## config.mk

```make
export PLATFORM = sky130hd
export DESIGN_NAME = slot_scheduler_with_sleep_timers_unit
export DESIGN_NICKNAME = d
export VERILOG_FILES = /design/src/sst_pkg.sv /design/src/slot_scheduler_with_sleep_timers_unit.sv /design/src/sst_ctrl.sv /design/src/sst_datapath.sv
export VERILOG_INCLUDE_DIRS = /design/src /design/src/src
export SDC_FILE = /design/constraint.sdc
export NUM_CORES = 1
export LEC_CHECK = 0
export BUFFER_PORTS_ARGS = -buffer_cell sky130_fd_sc_hd__buf_2
export CAP_MARGIN = 10
export CORE_ASPECT_RATIO = 1.1
export CORE_UTILIZATION = 35
export CTS_BUF_LIST = sky130_fd_sc_hd__clkbuf_4 sky130_fd_sc_hd__clkbuf_8
export DETAILED_ROUTE_END_ITERATION = 10
export SYNTH_ARGS = -nofsm -noshare
export SYNTH_HDL_FRONTEND = slang
export SYNTH_SLANG_ARGS = --single-unit
```

## constraint.sdc

```tcl
create_clock -name clk -period 18.35 [get_ports clk]
set_input_delay 3.67 -clock clk [delete_from_list [all_inputs] [get_ports clk]]
set_output_delay 3.67 -clock clk [all_outputs]
set_load 0.005 [all_outputs]
```

## src/assert_macros.svh

```systemverilog
// Assertion macros shared by the slot scheduler RTL.
// Each macro samples on clk and is disabled while rst is high.
`ifndef ASSERT_MACROS_SVH
`define ASSERT_MACROS_SVH

// The condition holds at every clock edge outside reset.
`define ASSERT_ALWAYS(lbl, cond, msg) \
  lbl: assert property (@(posedge clk) disable iff (rst) (cond)) else $error(msg);

// The consequent holds in the cycle after the antecedent.
`define ASSERT_NEXT(lbl, ante, cons, msg) \
  lbl: assert property (@(posedge clk) disable iff (rst) (ante) |=> (cons)) else $error(msg);

`endif

```

## src/sst_pkg.sv

```systemverilog
// Shared types and constants for the slot scheduler with sleep timers.
// Used by the controller, the datapath and the top level; depends on nothing.
package sst_pkg;

  localparam int SLOTS       = 16;
  localparam int SLOT_W      = $clog2(SLOTS);
  localparam int MAX_RESULTS = 16;
  localparam int RUN_W       = $clog2(MAX_RESULTS + 1);
  localparam int WAIT_W      = 18;
  localparam int CFG_IDX_W   = 1;

  typedef enum logic [1:0] {
    CMD_TICK   = 2'd0,
    CMD_CREATE = 2'd1,
    CMD_REMOVE = 2'd2,
    CMD_SLEEP  = 2'd3
  } cmd_t;

  typedef enum logic [1:0] {
    ST_FREE  = 2'd0,
    ST_READY = 2'd1,
    ST_SLEEP = 2'd2
  } slot_st_t;

  typedef enum logic [2:0] {
    RES_RUN     = 3'd0,
    RES_CREATED = 3'd1,
    RES_DELETED = 3'd2,
    RES_ASLEEP  = 3'd3,
    RES_NONE    = 3'd4,
    RES_FULL    = 3'd5,
    RES_BAD     = 3'd6
  } res_t;

  typedef enum logic [CFG_IDX_W-1:0] {
    CFG_QUANTUM = 1'b0,
    CFG_TPU     = 1'b1
  } cfg_reg_t;

  // Commands from the controller to the datapath.
  typedef struct packed {
    logic tick;
    logic create;
    logic remove;
    logic sleep;
    logic pass_step;
    logic find_step;
    logic flush;
  } ctl_t;

  // Status from the datapath to the controller.
  typedef struct packed {
    logic expire;
    logic idx_last;
    logic find_hit;
  } sts_t;

endpackage

```

## src/slot_scheduler_with_sleep_timers_unit.sv

```systemverilog
// Top level of the slot scheduler with sleep timers.
// Depends on sst_pkg, assert_macros.svh, sst_ctrl and sst_datapath.

// A request is taken when start is high and busy is low. Delete and sleep do not
// raise busy and answer in the next cycle. A tick that does not end the quantum
// answers in the next cycle; one that ends it runs a scheduling pass that walks the
// slot table one slot per cycle, so busy stays high through the pass and the flush
// state after it. The run results of a pass come out in ascending slot order, each
// in the cycle after the next ready slot is reached, the last one flagged. Create
// also walks the table one slot per cycle up to the lowest free slot or its end.
// Every result is shown for exactly one cycle with valid high and cannot be held off.
// Configuration writes take effect at once and belong only to idle periods.
`include "assert_macros.svh"

module slot_scheduler_with_sleep_timers_unit (
  input  logic                          clk,
  input  logic                          rst,
  input  logic                          start,
  output logic                          busy,
  input  logic                          cfg_we,
  input  logic [sst_pkg::CFG_IDX_W-1:0] cfg_index,
  input  logic [7:0]                    cfg_data,
  input  logic [1:0]                    command,
  input  logic [3:0]                    slot_index,
  input  logic [31:0]                   task_handle,
  input  logic [9:0]                    sleep_units,
  output logic                          valid,
  output logic [2:0]                    status,
  output logic [3:0]                    slot,
  output logic [31:0]                   handle,
  output logic                          last
);
  import sst_pkg::*;

  ctl_t ctl;
  sts_t sts;
  logic single_req;

  sst_ctrl u_ctrl (
    .clk     (clk),
    .rst     (rst),
    .start   (start),
    .command (command),
    .sts     (sts),
    .ctl     (ctl),
    .busy    (busy)
  );

  sst_datapath u_datapath (
    .clk         (clk),
    .rst         (rst),
    .ctl         (ctl),
    .sts         (sts),
    .cfg_we      (cfg_we),
    .cfg_index   (cfg_index),
    .cfg_data    (cfg_data),
    .slot_index  (slot_index),
    .task_handle (task_handle),
    .sleep_units (sleep_units),
    .valid       (valid),
    .status      (status),
    .slot        (slot),
    .handle      (handle),
    .last        (last)
  );

  assign single_req = start && !busy && (command == CMD_REMOVE || command == CMD_SLEEP);

  `ASSERT_NEXT(a_idle_quiet, !busy && !start, !valid, "result without a request")
  `ASSERT_NEXT(a_single_answer, single_req, valid && last, "delete or sleep not answered")
  `ASSERT_ALWAYS(a_only_run_continues, !valid || status == RES_RUN || last, "lone result not last")

endmodule

```

## src/sst_ctrl.sv

```systemverilog
// Controller state machine of the slot scheduler.
// Depends on sst_pkg; drives the datapath through ctl_t and reads sts_t.
module sst_ctrl (
  input  logic          clk,
  input  logic          rst,
  input  logic          start,
  input  logic [1:0]    command,
  input  sst_pkg::sts_t sts,
  output sst_pkg::ctl_t ctl,
  output logic          busy
);
  import sst_pkg::*;

  typedef enum logic [3:0] {
    S_IDLE  = 4'b0001,
    S_PASS  = 4'b0010,
    S_FLUSH = 4'b0100,
    S_FIND  = 4'b1000
  } state_t;

  state_t state, state_next;

  always_ff @(posedge clk) begin
    if (rst) begin
      state <= S_IDLE;
    end else begin
      state <= state_next;
    end
  end

  always_comb begin
    state_next = state;
    ctl        = '0;
    unique case (state)
      S_IDLE: begin
        if (start) begin
          unique case (cmd_t'(command))
            CMD_TICK: begin
              ctl.tick = 1'b1;
              if (sts.expire) begin
                state_next = S_PASS;
              end
            end
            CMD_CREATE: begin
              ctl.create = 1'b1;
              state_next = S_FIND;
            end
            CMD_REMOVE: begin
              ctl.remove = 1'b1;
            end
            CMD_SLEEP: begin
              ctl.sleep = 1'b1;
            end
            default: begin
              state_next = S_IDLE;
            end
          endcase
        end
      end
      S_PASS: begin
        ctl.pass_step = 1'b1;
        if (sts.idx_last) begin
          state_next = S_FLUSH;
        end
      end
      S_FLUSH: begin
        ctl.flush  = 1'b1;
        state_next = S_IDLE;
      end
      S_FIND: begin
        ctl.find_step = 1'b1;
        if (sts.find_hit || sts.idx_last) begin
          state_next = S_IDLE;
        end
      end
      default: begin
        state_next = S_IDLE;
      end
    endcase
  end

  assign busy = (state != S_IDLE);

endmodule

```

## src/sst_datapath.sv

```systemverilog
// Datapath of the slot scheduler: slot table, timers, quantum counter and result register.
// Depends on sst_pkg; takes its commands from sst_ctrl.
module sst_datapath (
  input  logic                       clk,
  input  logic                       rst,
  input  sst_pkg::ctl_t              ctl,
  output sst_pkg::sts_t              sts,
  input  logic                       cfg_we,
  input  logic [sst_pkg::CFG_IDX_W-1:0] cfg_index,
  input  logic [7:0]                 cfg_data,
  input  logic [3:0]                 slot_index,
  input  logic [31:0]                task_handle,
  input  logic [9:0]                 sleep_units,
  output logic                       valid,
  output logic [2:0]                 status,
  output logic [3:0]                 slot,
  output logic [31:0]                handle,
  output logic                       last
);
  import sst_pkg::*;

  logic [7:0]        quantum;
  logic [7:0]        ticks_per_unit;
  logic [7:0]        quantum_left;
  logic [SLOT_W-1:0] current_slot;
  slot_st_t          slot_st [SLOTS];
  logic [31:0]       slot_handle [SLOTS];
  logic [WAIT_W-1:0] slot_wait [SLOTS];

  logic [SLOT_W-1:0] idx;
  logic [RUN_W-1:0]  n_run;
  logic [31:0]       hnd;
  logic              pend_valid;
  logic [SLOT_W-1:0] pend_slot;
  logic [31:0]       pend_handle;

  logic              emit;
  res_t              e_status;
  logic [SLOT_W-1:0] e_slot;
  logic [31:0]       e_handle;
  logic              e_last;

  logic              run_take;
  logic [WAIT_W-1:0] wait_dec;
  logic [WAIT_W-1:0] prod;
  logic [WAIT_W-1:0] wait_new;
  logic              remove_bad;
  logic              sleep_bad;

  assign sts.expire   = (quantum_left == 8'd1);
  assign sts.idx_last = (idx == SLOT_W'(SLOTS - 1));
  assign sts.find_hit = (slot_st[idx] == ST_FREE);

  assign run_take   = (slot_st[idx] == ST_READY) && (n_run < RUN_W'(MAX_RESULTS));
  assign wait_dec   = slot_wait[idx] - WAIT_W'(1);
  assign prod       = WAIT_W'(sleep_units) * WAIT_W'(ticks_per_unit);
  assign wait_new   = (prod == '0) ? WAIT_W'(1) : prod;
  assign remove_bad = (slot_st[slot_index] == ST_FREE);
  assign sleep_bad  = (slot_st[current_slot] == ST_FREE);

  always_comb begin
    emit     = 1'b0;
    e_status = RES_NONE;
    e_slot   = '0;
    e_handle = '0;
    e_last   = 1'b1;
    if (ctl.tick && !sts.expire) begin
      emit = 1'b1;
    end
    if (ctl.find_step) begin
      if (sts.find_hit) begin
        emit     = 1'b1;
        e_status = RES_CREATED;
        e_slot   = idx;
      end else if (sts.idx_last) begin
        emit     = 1'b1;
        e_status = RES_FULL;
      end
    end
    if (ctl.remove) begin
      emit     = 1'b1;
      e_status = remove_bad ? RES_BAD : RES_DELETED;
      e_slot   = slot_index;
    end
    if (ctl.sleep) begin
      emit     = 1'b1;
      e_status = sleep_bad ? RES_BAD : RES_ASLEEP;
      e_slot   = current_slot;
    end
    // A ready slot releases the one held back, which is then known not to be the last.
    if (ctl.pass_step && run_take && pend_valid) begin
      emit     = 1'b1;
      e_status = RES_RUN;
      e_slot   = pend_slot;
      e_handle = pend_handle;
      e_last   = 1'b0;
    end
    if (ctl.flush) begin
      emit = 1'b1;
      if (pend_valid) begin
        e_status = RES_RUN;
        e_slot   = pend_slot;
        e_handle = pend_handle;
      end
    end
  end

  always_ff @(posedge clk) begin
    if (rst) begin
      valid          <= 1'b0;
      quantum        <= 8'd1;
      ticks_per_unit <= 8'd60;
      quantum_left   <= 8'd1;
      current_slot   <= '0;
      pend_valid     <= 1'b0;
      for (int i = 0; i < SLOTS; i++) begin
        slot_st[i] <= ST_FREE;
      end
    end else begin
      valid <= emit;
      if (cfg_we) begin
        if (cfg_reg_t'(cfg_index) == CFG_QUANTUM) begin
          quantum <= cfg_data;
        end else begin
          ticks_per_unit <= cfg_data;
        end
      end
      if (ctl.tick) begin
        quantum_left <= sts.expire ? quantum : quantum_left - 8'd1;
        pend_valid   <= 1'b0;
      end
      if (ctl.find_step && sts.find_hit) begin
        slot_st[idx] <= ST_READY;
      end
      if (ctl.remove && !remove_bad) begin
        slot_st[slot_index] <= ST_FREE;
      end
      if (ctl.sleep && !sleep_bad) begin
        slot_st[current_slot] <= ST_SLEEP;
      end
      if (ctl.pass_step) begin
        if (slot_st[idx] == ST_READY) begin
          current_slot <= idx;
          if (run_take) begin
            pend_valid <= 1'b1;
          end
        end else if (slot_st[idx] == ST_SLEEP && wait_dec == '0) begin
          slot_st[idx] <= ST_READY;
        end
      end
    end
  end

  always_ff @(posedge clk) begin
    status <= 3'(e_status);
    slot   <= 4'(e_slot);
    handle <= e_handle;
    last   <= e_last;
    if (ctl.tick || ctl.create) begin
      idx   <= '0;
      n_run <= '0;
    end else if (ctl.pass_step || ctl.find_step) begin
      idx <= idx + SLOT_W'(1);
    end
    if (ctl.create) begin
      hnd <= task_handle;
    end
    if (ctl.find_step && sts.find_hit) begin
      slot_handle[idx] <= hnd;
    end
    if (ctl.sleep && !sleep_bad) begin
      slot_wait[current_slot] <= wait_new;
    end
    if (ctl.pass_step) begin
      if (run_take) begin
        pend_slot   <= idx;
        pend_handle <= slot_handle[idx];
        n_run       <= n_run + RUN_W'(1);
      end else if (slot_st[idx] == ST_SLEEP) begin
        slot_wait[idx] <= wait_dec;
      end
    end
  end

endmodule
```

# Yosys cells after proc, flatten, opt, wreduce, memory -nomap -nowiden
# Memories as Yosys holds them, arrays and structs flattened. A register that Yosys moved wholly into a read port is not among the register bits.
# Index checks and enable logic that the tools add are counted.
dict set report totals {
  ff_bits 119
  ramBits 832
  in_bits 61
  out_inout_bits 42
  wordCells 166
  n_memories 3
}
dict set report op_classes {
  addsub 4
  mul 1
  order_cmp 1
  eq_ne 17
  muxes 94
  n_bitwise 2
  n_reduce_logical 29
}
# name depth width rd rd_ports_with_merged_regs wr line_no
set memory_table {}
lappend memory_table {u_datapath.slot_handle 16 32 1 1 1 sst_datapath.sv:27} ;# logic [31:0] slot_handle [SLOTS];
lappend memory_table {u_datapath.slot_wait 16 18 1 1 1 sst_datapath.sv:28} ;# logic [WAIT_W-1:0] slot_wait [SLOTS];
lappend memory_table {u_datapath.slot_st 16 2 3 2 16 sst_datapath.sv:26} ;# slot_st_t slot_st [SLOTS];
# cell n
set op_table {}
lappend op_table {{two-way mux 32 bit} 3}
lappend op_table {{two-way mux 4 bit} 23}
lappend op_table {{two-way mux 1 bit} 47}
lappend op_table {{logical NOT 18 bit} 2}
lappend op_table {{two-way mux 18 bit} 2}
lappend op_table {{two-way mux 3 bit} 9}
lappend op_table {{multiplier 10 x 8 -> 18 bit} 1}
lappend op_table {{OR reduction 18 bit} 1}
lappend op_table {{subtractor 18 x 1 -> 18 bit (second input constant)} 1}
lappend op_table {{two-way mux 5 bit} 3}
lappend op_table {{case mux 4 bit (3 select lines)} 1}
lappend op_table {{== test 4 bit (second input constant)} 2}
lappend op_table {{== test 8 x 1 -> 1 bit (second input constant)} 1}
lappend op_table {{logical AND 1 bit} 8}
lappend op_table {{logical NOT 2 bit} 4}
lappend op_table {{two-way mux 2 bit} 4}
lappend op_table {{two-way mux 8 bit} 1}
lappend op_table {{case mux 4 bit (2 select lines)} 1}
lappend op_table {{AND reduction 2 bit} 4}
lappend op_table {{subtractor 8 x 1 -> 8 bit (second input constant)} 1}
lappend op_table {{== test 2 bit (second input constant)} 3}
lappend op_table {{OR reduction 2 bit} 3}
lappend op_table {{adder 5 x 1 -> 5 bit (second input constant)} 1}
lappend op_table {{< comparator 5 bit (second input constant)} 1}
lappend op_table {{15 further kinds} 21}

# Logic depth before layout (Yosys ltp)
dict set report depth {
  depth_word 13
  ltp_mapped 20
  depth_no_buf 19
}

# Hierarchy
# A second synthesis with hierarchy kept.
dict set report hier_totals {
  hier_cells 2732
  hier_area_um2 44198.6
}
# mod instances cells_per_inst area_per_inst_um2 seq_area_each_um2
set by_module_without_submodules {}
lappend by_module_without_submodules {sst_datapath 1 2699 43938.4 28447.3}
lappend by_module_without_submodules {sst_ctrl 1 33 260.2 80.1}

# Worst setup path after synthesis
# Ideal clock, no wire load.
dict set report synth_timing {
  path_kind {input port to flip-flop}
  startpoint {input sleep_units[6]}
  endpoint {memory u_datapath.slot_wait[0][0] (data pin)}
  setup_time_ns 0.330
  t_arrival_ns 8.559
  required_time_ns 18.020
  slack_ns 9.461
  stages 16
  n_path_buf 0
  cell_sequence {and2_1 fa_1 fa_1 fa_1 inv_1 fa_1 inv_1 ha_1 or2_2 a31oi_1 a211oi_1 or3_1 nand2_1 nand4b_1 or4b_2 o21ai_0}
}
dict set report synth_between {
  elab_chain_len 4
}
# item line_no
set synth_rtl {}
lappend synth_rtl {{start: declaration} slot_scheduler_with_sleep_timers_unit.sv:26} ;# input logic [9:0] sleep_units,
lappend synth_rtl {{multiplier 10 x 8 -> 18 bit} sst_datapath.sv:56} ;# assign prod = WAIT_W'(sleep_units) * WAIT_W'(ticks_per_unit);
lappend synth_rtl {{logical NOT 18 bit} sst_datapath.sv:57} ;# assign wait_new = (prod == '0) ? WAIT_W'(1) : prod;
lappend synth_rtl {{two-way mux 18 bit} sst_datapath.sv:57}
lappend synth_rtl {{two-way mux 18 bit (no source line)} --}
lappend synth_rtl {{end: declaration} sst_datapath.sv:28}
# No other way between the ends.

# Worst setup path in the final report
dict set report layout_timing {
  startpoint {input sleep_units[5]}
  endpoint {memory u_datapath.slot_wait[6][16] (data pin)}
}
dict set report layout_between {
  elab_chain_len 4
}
# item line_no
set layout_rtl {}
lappend layout_rtl {{multiplier 10 x 8 -> 18 bit *} sst_datapath.sv:56}
lappend layout_rtl {{logical NOT 18 bit} sst_datapath.sv:57}
lappend layout_rtl {{two-way mux 18 bit *} sst_datapath.sv:57}
lappend layout_rtl {{two-way mux 18 bit (no source line) *} --}
# Every way passes the cells marked *; elsewhere a longest branch is shown, timed or not.

==> out/metrics.cfg <==
[status]
status = finished with violations
violations = DRC

[place]
dp_hpwl_um = 56100
globalplace.congestion = 0.867
io_buffers = 102

[layout]
drive_gt1_share_pct = 28.0
seq_area_mm2 = 0.0289
fin_nets = 2649
nFillCells = 10400
multi_input_area_mm2 = 0.0119
area_growth_pct = 14.4

[timing]
finalHoldViolations = 0
setup_viol = 0
max_slew_margin_pct = 19.8
tns_ps = 0
fmax_mhz = 121
rsz0062_at_grt = no
worstMarginPinSlew_ps = 1200
period_minus_slack_ps = 8290
finalClockSkew_ps = 45.6
slew_violations = 0
fin_crit_sh_pct = 45.2

[global_route]
grt_pass1_vias = 23300
grt_first_pass_wirelength_um = 146000
antenna_found_initial = 4
grt_use_total_pct = 16.5
grt-ovfl-total = 0
grt_max_degree = 54

[clocking]
cts_tree = done
post_cts_buffers = 0
cts_buffer_depth = 3
insertion_delay_ps = 810
cts_resized = 0
cts_root_buf = clkbuf_8
cts.htree.levels = 4
postCtsHoldBufs = 0
cts_sinks = 991
clk_pin_slew_worst_paths_ps = 60
cts_buffers = 163

[logic_synthesis]
synth.avg_cell_area_um2 = 18.1
synth_fp_nets = 2442
synth.cell_area_mm2 = 0.0413
yosys.area.top_type = edfxtp_1
ys_seq_elements = 991
ys.flop_type = edfxtp_1
synth-edff-count = 900
synth_top_area_share_pct = 65.5
yosysWarnings = 0
synth_cell_types = 66
ys_seq_area_share_pct = 69.9
async_flop_share_pct = 0
synth.area.top_cells = edfxtp_1 65%, mux4_2 14%, dfxtp_1 4.4%
syn-instance-count = 2286

[floorplanning]
num_rows = 131
die_w_um = 329
die_h_um = 362
start_util_pct = 35.5
io_pins = 103
die_area_mm2 = 0.119
coreArea_mm2 = 0.116

[critical_path]
path_class = in2reg
path_delay_family = adder cells
worst_setup_path_start_kind = input port
crit_top_cell = fa_1
slowest_delay_ps = 790
path_buf_inv = 4
critPathArrivalTime_ps = 8730
crit_path_max_fanout = 16
crit_chain = buf_2 -> nand2_1 -> fa_1 -> fa_1 -> inv_1 -> fa_1 -> inv_1 -> fa_1 -> inv_1 -> ha_1 -> o31ai_1 -> o31ai_1 -> a211o_1 -> a2111oi_0 -> a311oi_1 -> a21oi_1
required_ps = 18780
cpMaxStageDelayCell = a21oi_1
end_kind = register

[power_and_ir_drop]
finalPower_mw = 5.84
power_leakage_nw = 15.5
power_density_mw_per_mm2 = 124
vdd_ir_drop_max_mv = 0.0749

[run]
drv_cap = 0

[detailed_routing]
wl_per_cell_um = 23.7
first_pass_iters = 8
drt.antenna.violating_nets = 0
drt_iter0_drc = 1804
routed_via_density = 5.30
wl_um = 98700
vias = 22000
drc = 1

[min_path]
worstHoldPathType = reg2reg

## cell families after synthesis
family,synth area share [%]
AND/OR/NAND/NOR,6.04
XOR/XNOR,0.424
flip-flops,69.9
multiplexers,14.5
buffers and inverters,1.86
adder cells (fa/ha/maj),3.75
AO/OA/AOI/OAI,3.54
## worst register-to-register path, stage by stage (launching register included)
cell      delay (ps)
dfxtp_4          710
buf_4            550
mux4_2           580
a22o_1           230
a221oi_1         760
ha_1             370
inv_1            100
o32ai_1          320
a31oi_1          230
nor4_1           740
a21oi_1          190
nor4_1           340
or4bb_1          440
o31a_1           310
buf_4            260
o31ai_1          430
## registers in the layout, indices dropped and copies added (netlist names), named ones only
register / count
u_datapath.slot_handle: 512
u_datapath.slot_wait: 288
u_datapath.handle: 32
u_datapath.hnd: 32
u_datapath.pend_handle: 32
u_datapath.slot_st: 32
u_datapath.quantum: 8
u_datapath.quantum_left: 8
u_datapath.ticks_per_unit: 8
u_datapath.n_run: 5
u_ctrl.state: 4
u_datapath.current_slot: 4
u_datapath.idx: 4
u_datapath.pend_slot: 4
u_datapath.slot: 4
u_datapath.status: 3
u_datapath.last: 1
u_datapath.pend_valid: 1
u_datapath.valid: 1
## cell usage in the layout (no fill, tap or decap), types with 7 or more instances in the layout
master	instances
o31ai_1	24
a221oi_1	10
a21oi_1	67
a31oi_1	9
and2_1	100
xnor2_1	13
buf_2	102
nor2_1	80
nand3_1	28
nand2_1	111
dfxtp_1	85
clkinv_2	14
ha_1	47
nor3_1	56
nand2b_1	8
o21ai_0	36
mux2i_1	20
edfxtp_1	900
xor2_1	7
clkinv_1	32
inv_1	77
a221o_1	8
nor2_4	23
clkbuf_8	179
nor2b_1	24
clkbuf_4	54
fa_1	48
buf_4	49
mux4_2	254
o21a_1	8
a22o_1	13
## stage by stage
stage	hold slack, ps	cell area [um2]	utilization (%)	setup WS [ps]	instances
floorplan	391	41300	-	9460	2286
global placement	424	43800	37.6	9530	3854
detailed placement	428	43800	37.6	9290	3854
CTS	452	47200	40.5	10190	4152
global route	471	47200	40.6	9900	4157
finish	448	47200	40.6	10060	4157
## report_power, final
part	switching [mW]	leakage (nW)	internal, mW
clock	0.888	1.78	1.07
sequential	0.0733	8.91	2.68
combinational	0.628	4.78	0.495
## routing by layer
metal  share of wire, %  GRT usage (%)
met5              0.016              0
met4                2.1           5.01
met3                5.7           3.52
met2                 50           27.6
met1                 42           21.6
## final timing paths
check,startpoint,to,cells after the start,slack [ps]
setup reg to reg,register,u_datapath.slot_st[12][0]$_SDFFCE_PN0P_,15,11420
hold reg to reg,u_datapath.pend_slot[2]$_DFFE_PP_,u_datapath.slot[2]$_DFF_P_,2,450
hold / removal,u_datapath.pend_slot[2]$_DFFE_PP_,u_datapath.slot[2]$_DFF_P_,2,450
setup / recovery,sleep_units[5],u_datapath.slot_wait[6][16]$_DFFE_PP_,16,10060
## final cells by class
type / instances / share of cell area (%)
Multi-Input combinational cell: 1106 / 25.1
Clock inverter: 66 / 1.07
Inverter: 79 / 0.628
Sequential cell: 991 / 61.2
Clock buffer: 232 / 6.05
Tap cell: 1529 / 4.05
Antenna cell: 2 / 0.0106
Timing Repair Buffer: 152 / 1.89
## synth_stat cells (all sizes together) (6+ instances only)
cell type,instances
nand2b,9
or3,6
clkbuf,77
nand3,28
nor4,6
a31oi,9
a22o,13
dfxtp,91
and2,100
o21ai,36
mux4,254
a221o,8
fa,48
and3,6
nor2b,24
a221oi,13
ha,47
edfxtp,900
a21oi,67
mux2i,20
xnor2,13
xor2,7
inv,78
buf,33
nand2,111
nor2,108
o31ai,24
or2,7
nor3,61
a211oi,6
o21a,9
Power figures use the tool's default switching activity.
